File: config.mk
export PLATFORM = sky130hd
export DESIGN_NAME = mstt_ctrl
export DESIGN_NICKNAME = d
export VERILOG_FILES = /design/src/mstt_pkg.sv /design/src/mstt_ctrl.sv
export SDC_FILE = /design/constraint.sdc
export NUM_CORES = 1
export LEC_CHECK = 0
export BUFFER_PORTS_ARGS = -buffer_cell sky130_fd_sc_hd__clkbuf_2
export CAP_MARGIN = 10
export CELL_PAD_IN_SITES_DETAIL_PLACEMENT = 1
export CELL_PAD_IN_SITES_GLOBAL_PLACEMENT = 2
export CORE_ASPECT_RATIO = 0.75
export CORE_MARGIN = 8
export CORE_UTILIZATION = 31
export DETAILED_ROUTE_END_ITERATION = 10
export PLACE_DENSITY_LB_ADDON = 0.25
export SLEW_MARGIN = 20
export SYNTH_ARGS = -nofsm -noshare
export SYNTH_HDL_FRONTEND = slang
export SYNTH_SLANG_ARGS = --single-unit
File: constraint.sdc
create_clock -name i_clk -period 2.3 [get_ports i_clk]
set_clock_uncertainty 0.2 [all_clocks]
set_input_delay 0.115 -clock i_clk [delete_from_list [all_inputs] [get_ports i_clk]]
set_output_delay 0.115 -clock i_clk [all_outputs]
set_load 0.02 [all_outputs]
File: src/mstt_pkg.sv
// ----------------------------------------------------------------------------
// mstt_pkg
// shared types, codes and helpers of the multi-slot timer table
// ----------------------------------------------------------------------------
package mstt_pkg;

    localparam int SLOTS_DEF = 64;
    localparam int IV_W      = 24;
    localparam int ID_W      = 31;
    localparam int TIME_W    = 48;
    localparam int CNT_W     = 7;

    localparam logic [ID_W-1:0]   ID_MAX   = {ID_W{1'b1}};
    localparam logic [TIME_W-1:0] TIME_MAX = {TIME_W{1'b1}};

    typedef enum logic [2:0] {
        CMD_ONESHOT    = 3'd0,
        CMD_PERIODIC   = 3'd1,
        CMD_CANCEL     = 3'd2,
        CMD_CANCEL_ALL = 3'd3,
        CMD_TICK       = 3'd4
    } t_cmd;

    typedef enum logic [1:0] {
        KIND_CREATE = 2'd0,
        KIND_FIRED  = 2'd1,
        KIND_IDLE   = 2'd2,
        KIND_CANCEL = 2'd3
    } t_kind;

    typedef enum logic [2:0] {
        ST_IDLE,
        ST_EXEC,
        ST_SCAN,
        ST_DRAIN,
        ST_FIN
    } t_state;

    // one slot of the table memory
    typedef struct packed {
        logic              periodic;
        logic [ID_W-1:0]   id;
        logic [IV_W-1:0]   period;
        logic [TIME_W-1:0] deadline;
    } t_slot;

    // controller to datapath
    typedef struct packed {
        logic cap;
        logic exec;
        logic rd_en;
        logic chk;
        logic fin;
    } t_ctl;

    // datapath to controller
    typedef struct packed {
        logic cancel_hit;
    } t_sts;

    function automatic logic [TIME_W-1:0] sat_add(input logic [TIME_W-1:0] t,
                                                  input logic [IV_W-1:0] d);
        logic [TIME_W:0] s;
        s = {1'b0, t} + {{(TIME_W+1-IV_W){1'b0}}, d};
        return s[TIME_W] ? TIME_MAX : s[TIME_W-1:0];
    endfunction

endpackage

File: src/mstt_ctrl.sv
// ----------------------------------------------------------------------------
// mstt_ctrl
// command sequencer: accepts items and walks the slot scan
// ----------------------------------------------------------------------------
module mstt_ctrl #(
    parameter int SLOTS = mstt_pkg::SLOTS_DEF,
    parameter int IW = (SLOTS > 1) ? $clog2(SLOTS) : 1
) (
    input  logic            i_clk,
    input  logic            i_rst_n,
    input  logic            i_start,
    input  logic [2:0]      i_command,
    input  mstt_pkg::t_sts  i_sts,
    output mstt_pkg::t_ctl  o_ctl,
    output logic [IW-1:0]   o_rd_addr,
    output logic [IW-1:0]   o_chk_idx,
    output logic            o_busy
);

    mstt_pkg::t_state r_state, n_state;
    logic [IW-1:0]    r_ra, n_ra;
    logic [IW-1:0]    r_ci, n_ci;
    logic             r_cv, n_cv;
    logic             cmd_ok, cmd_scan;

    assign cmd_ok   = (i_command == mstt_pkg::CMD_ONESHOT)
                   || (i_command == mstt_pkg::CMD_PERIODIC)
                   || (i_command == mstt_pkg::CMD_CANCEL)
                   || (i_command == mstt_pkg::CMD_CANCEL_ALL)
                   || (i_command == mstt_pkg::CMD_TICK);
    assign cmd_scan = (i_command == mstt_pkg::CMD_CANCEL)
                   || (i_command == mstt_pkg::CMD_TICK);

    always_ff @(posedge i_clk) begin
        if (!i_rst_n) begin
            r_state <= mstt_pkg::ST_IDLE;
            r_cv    <= 1'b0;
        end else begin
            r_state <= n_state;
            r_cv    <= n_cv;
        end
        r_ra <= n_ra;
        r_ci <= n_ci;
    end

    always_comb begin
        n_state = r_state;
        n_ra    = r_ra;
        n_ci    = r_ci;
        n_cv    = 1'b0;
        o_ctl   = '0;
        case (r_state)
            mstt_pkg::ST_IDLE: begin
                n_ra = '0;
                if (i_start && cmd_ok) begin
                    o_ctl.cap = 1'b1;
                    n_state   = cmd_scan ? mstt_pkg::ST_SCAN : mstt_pkg::ST_EXEC;
                end
            end
            mstt_pkg::ST_EXEC: begin
                o_ctl.exec = 1'b1;
                n_state    = mstt_pkg::ST_IDLE;
            end
            mstt_pkg::ST_SCAN: begin
                o_ctl.rd_en = 1'b1;
                o_ctl.chk   = r_cv;
                n_cv        = 1'b1;
                n_ci        = r_ra;
                if (r_cv && i_sts.cancel_hit) begin
                    n_cv    = 1'b0;
                    n_state = mstt_pkg::ST_FIN;
                end else if (r_ra == IW'(SLOTS - 1)) begin
                    n_state = mstt_pkg::ST_DRAIN;
                end else begin
                    n_ra = r_ra + 1'b1;
                end
            end
            mstt_pkg::ST_DRAIN: begin
                o_ctl.chk = r_cv;
                n_state   = mstt_pkg::ST_FIN;
            end
            mstt_pkg::ST_FIN: begin
                o_ctl.fin = 1'b1;
                n_state   = mstt_pkg::ST_IDLE;
            end
            default: begin
                n_state = mstt_pkg::ST_IDLE;
            end
        endcase
    end

    assign o_rd_addr = r_ra;
    assign o_chk_idx = r_ci;
    assign o_busy    = (r_state != mstt_pkg::ST_IDLE);

endmodule

=== Yosys cells after proc, flatten, opt, wreduce, memory -nomap -nowiden ===
Cells that the tools add are included.

* Add/subtract/negate cells: 1
* Equality and inequality tests: 13
* Reductions and logical operators: 15
* Multiplexer cells: 15

{| class="wikitable"
|+ Operator list
! kind !! number
|-
| == test 3 x 2 -> 1 bit (second input constant) || 4
|-
| 2-to-1 mux 6 bit || 2
|-
| case mux 6 bit (2 select lines) || 1
|-
| 2-to-1 mux 3 bit || 3
|-
| case mux 3 bit (3 select lines) || 1
|-
| 2-to-1 mux 1 bit || 7
|-
| adder 6 x 1 -> 6 bit (second input constant) || 1
|-
| == test 3 x 1 -> 1 bit (second input constant) || 2
|-
| == test 3 bit (second input constant) || 2
|-
| == test 6 bit (second input constant) || 1
|-
| zero test 3 bit || 2
|-
| != test 2 bit (second input constant) || 3
|-
| logical OR 1 bit || 5
|-
| AND reduction 2 bit || 2
|-
| != test 3 bit (second input constant) || 1
|-
| AND reduction 3 bit || 1
|-
| nonzero test 3 bit || 1
|-
| logical AND 1 bit || 2
|-
| 2-to-1 mux 2 bit || 1
|-
| nonzero test 2 bit || 1
|-
| OR reduction 2 bit || 1
|}

* Input port bits: 7
* Word-level logic and storage cells: 48
* Register bits: 16
* Output and inout bits: 18

=== Depth between registers and ports, before layout ===
* Word-level depth: 8
* Mapped depth: 4
* Depth with buffers taken out: 4

=== Worst setup path before layout ===
OpenSTA, ideal clock, no wires.

* Path type: register -> register
* Start: register r_ra[0], in the netlist o_rd_addr[0]
* End: register r_ra[0], in the netlist o_rd_addr[0] (enable)
* Setup time: 0.256 ns
* Cell stages (with the launch flop): 5
* Required time: 1.844 ns
* Slack: 0.553 ns
* Clock period less this slack: 1.747 ns
* Buffers on the path: 0
* Data arrival time: 1.291 ns
* Path through: edfxtp_1 > ha_1 > nand2_1 > or2_1 > a31o_2

* Longest elaborated chain between the ends: 3

{| class="wikitable"
|+ RTL lines
! element !! RTL line !! text
|-
| start, declared || mstt_ctrl.sv:21 || <nowiki>logic [IW-1:0] r_ra, n_ra;</nowiki>
|-
| start signal, assigned || mstt_ctrl.sv:42 || <nowiki>r_ra <= n_ra;</nowiki>
|-
| == test 6 bit || mstt_ctrl.sv:72 || <nowiki>end else if (r_ra == IW'(SLOTS - 1)) begin</nowiki>
|-
| != test 2 bit (no source line) || - ||
|-
| AND reduction 3 bit (no source line) || - ||
|}

No other way between the ends.
A chain may end at the register's enable or synchronous reset.

=== Worst setup path in the final report ===
* Start: register r_ra[0], in the netlist o_rd_addr[0]
* End: register r_state[0]

* Longest elaborated chain between the ends: 3

{| class="wikitable"
|+ RTL lines
! element !! RTL line !! text
|-
| == test 6 bit || mstt_ctrl.sv:72 ||
|-
| != test 3 bit (no source line) || - ||
|-
| AND reduction 2 bit (no source line) || - ||
|-
| end signal, assigned || mstt_ctrl.sv:36 || <nowiki>r_state <= mstt_pkg::ST_IDLE;</nowiki>
|-
| end signal, assigned || mstt_ctrl.sv:39 || <nowiki>r_state <= n_state;</nowiki>
|-
| end, declared || mstt_ctrl.sv:20 || <nowiki>mstt_pkg::t_state r_state, n_state;</nowiki>
|}

No other way between the ends.

==> flow_summary.toml <==
[outcome]
status = "complete, no violations"

[place]
port_buffers = 24
place_inst = 103
gp_congestion = 0.727
hpwl_mm = 1.44

[timing]
setup_violations = 0
tightestPinTransition_ns = 0.336
finalHoldViolations = 0
max_slew_margin_pct = 77.4
final.min_clock_period_ns = 1.94
setup_tns_ns = 0
fmax_mhz = 514
rsz0062_at_grt = "no"
slew_viol_final = 0
post-route-period-util_pct = 84.6

[critical_path]
cpPeakStageDelay_ns = 0.57
critPathLaunchType = "flip-flop"
rrSetupSlack_ns = 0.36
end_kind = "flip-flop"
r2r_start = "o_rd_addr[0]$_SDFFCE_PP0P_"
r2r_end = "r_state[0]$_SDFFE_PN0P_"
slowest_stage = "dlygate4sd3_1"
endpoint = "r_state[0]$_SDFFE_PN0P_"
crit_path_max_fanout = 6
r2r_cells = 5
path_class = "reg -> reg"
cp.arrival_ns = 1.98
crit_required_ns = 2.33
crit_start = "o_rd_addr[0]$_SDFFCE_PP0P_"
crit_chain = "ha_1 > nand2_1 > or2_1 > o32ai_1 > dlygate4sd3_1"

[detailed_routing]
met1_length_um = 839
via_per_inst = 5.16
drt_iter0_markers = 15
wl_met2_um = 819
postRouteAntennaNets = 0
routed.top_layer = "met4"
wl_per_cell_um = 15.8
via_count = 583
drc_errors = 0
wl_met3_um = 109
dr.pass1.iters = 4
drt_wl_total_mm = 1.79

[yosys]
synth_fa_ha_area_share_pct = 1.83
synthXorXnorAreaFrac_pct = 5.13
ys_top_cells_by_area = "edfxtp_1 53%, dfxtp_1 12%, nor2_1 2.7%"
yosysTopAreaCell = "edfxtp_1"
synthMuxAreaShare_pct = 0
synth-simple-area-share_pct = 20.3
synth_cell_types = 26
synth_compound_area_share_pct = 6.59
synth_top_family_by_area = "simple AND/OR/NAND/NOR gates"
yosysSeqAreaShare_pct = 64.5
avgSynthCellArea_um2 = 12.4
yosys_warnings = 0
synthCells = 55
syn_nets = 63
syn-cell-area_um2 = 683
ys_ff_latch = 16
synth_top_area_share_pct = 52.7

[final_layout]
multi_input_area_um2 = 231
layout.nets = 98
diodes = 0
fill_cells = 245
area_growth_pct = 34.6
drive_above_1_share_pct = 32.6
seqCellArea_um2 = 440
final_cells = 113

[global_routing]
overflow = 0
antenna_found_initial = 0
grt_max_degree = 10
track_usage_pct = 9.53
grt_pass1_vias = 591
grt_pass1_wl_mm = 2.97

[floorplan]
num_rows = 14
start_util_pct = 33.3
fp.dieW_um = 70.2
die-height_um = 56.7
die_area_mm2 = 0.00398
io_pins = 25
core_mm2 = 0.00205

[power_and_ir_drop]
power-per-cell-area_mw_per_mm2 = 673
ir_drop_mv = 0.383
p_leak_nw = 0.401

[cts]
ctsResizeCount = 0
tritoncts.num_buffers = 3
hold_buffers = 6
htreeDepth = 1
cts-root-buf = "clkbuf_4"
clock_path_buffers = 2
cts_setup_buffers = 0
cts.clk_slew.worst_paths_ns = 0.10
cts_tree = "done"
clock-sinks = 16
clk_latency_ns = 0.29

[flow_run]
maxCapViolCount = 0

[worst_hold_path]
min_path_type = "in -> reg"
-- registers in the layout (all words and copies together), names as in the netlist --
register   flops
r_cv           1
o_rd_addr      6
r_state        3
o_chk_idx      6
-- cell type report --
cell class / instances / share of cell area, %
Clock buffer: 3 / 2.45
Multi-Input combinational cell: 36 / 25.2
Timing Repair Buffer: 30 / 19.6
Clock inverter: 1 / 0.408
Inverter: 3 / 1.22
Tap cell: 24 / 3.27
Sequential cell: 16 / 47.9
-- cell usage in the layout, fill, tap and decap left out --
cell,count
or3_1,1
o32ai_1,1
a31o_2,1
and2_1,1
nor2_1,5
o21ai_0,2
or2_1,1
a21oi_1,2
nor4bb_1,1
xor2_1,2
nor3_1,1
clkinv_1,1
nand4b_1,1
nand3_1,2
dfxtp_1,4
nand2_1,4
nor3b_1,2
clkbuf_2,24
xnor2_1,2
dlygate4sd3_1,6
and3_1,1
nor2b_1,1
ha_1,1
edfxtp_1,12
and3b_1,1
nand4_1,1
inv_1,3
clkbuf_4,3
o31ai_1,1
nand3_2,1
-- metrics by stage --
step / util [%] / hold slack, ns / area, um2 / setup slack (ns) / power [W]
3_3_place_gp: 40.7 / 0.138 / 833 / 0.428 / 0.000463
2_1_floorplan: - / 0.0159 / 683 / 0.553 / 0.000420
4_1_cts: 44.9 / 0.0339 / 920 / 0.355 / 0.000627
3_5_place_dp: 40.7 / 0.148 / 833 / 0.429 / 0.000466
6_report: 44.9 / 0.0429 / 920 / 0.355 / 0.000619
5_1_grt: 44.9 / 0.0605 / 920 / 0.248 / 0.000646
-- per-layer routing --
| layer | up-vias | global-route usage [%] |
|---|---|---|
| met5 | - | 0 |
| met4 | 0 | 3.43 |
| met3 | 2 | 4.74 |
| met2 | 19 | 14.3 |
| met1 | 292 | 11.4 |
| li1 | 270 | - |
-- critical path, delay by kind of cell (launching register included) --
| kind | cells | cell delay [ns] |
|---|---|---|
| adders and majority gates | 1 | 0.24 |
| AOI/OAI and AO/OA | 1 | 0.12 |
| DFF | 1 | 0.46 |
| buffers and inverters | 1 | 0.57 |
| and+or+nand+nor | 2 | 0.29 |
-- kinds of logic after synthesis --
logic type	after synthesis
AO/OA/AOI/OAI	7
XOR/XNOR	4
adder cells (fa/ha/maj)	1
buffers and inverters	3
flip-flops	16
AND/OR/NAND/NOR	24
-- worst min-delay path by stage --
stage	cells past startpoint	endpoint	from
3_5_place_dp	2	r_state[1]$_SDFFE_PN0P_	i_command[0]
3_3_place_gp	2	r_state[1]$_SDFFE_PN0P_	i_command[0]
2_1_floorplan	1	r_state[1]$_SDFFE_PN0P_	i_command[0]
6_report	4	r_cv$_SDFF_PN0_	i_sts
5_1_grt	4	r_cv$_SDFF_PN0_	i_sts
4_1_cts	4	r_cv$_SDFF_PN0_	i_sts
-- cells in the mapped netlist --
cell,number
edfxtp_1,12
nor2_1,5
dfxtp_1,4
nand2_1,4
inv_1,3
a21oi_1,2
nand3_1,2
nor3b_1,2
o21ai_0,2
xnor2_1,2
xor2_1,2
a31o_2,1
and2_1,1
and3_1,1
and3b_1,1
ha_1,1
nand3_2,1
nand4_1,1
nand4b_1,1
nor2b_1,1
nor3_1,1
nor4bb_1,1
o31ai_1,1
o32ai_1,1
or2_1,1
or3_1,1
-- where the power goes --
part / internal [W] / total (W) / switching [W]
clock network: 0.0000631 / 0.000156 / 0.0000926
registers: 0.000336 / 0.000360 / 0.0000238
logic: 0.0000388 / 0.000103 / 0.0000646
total: 0.000438 / 0.000619 / 0.000181
Note: power is estimated with default switching activity, not from simulation.
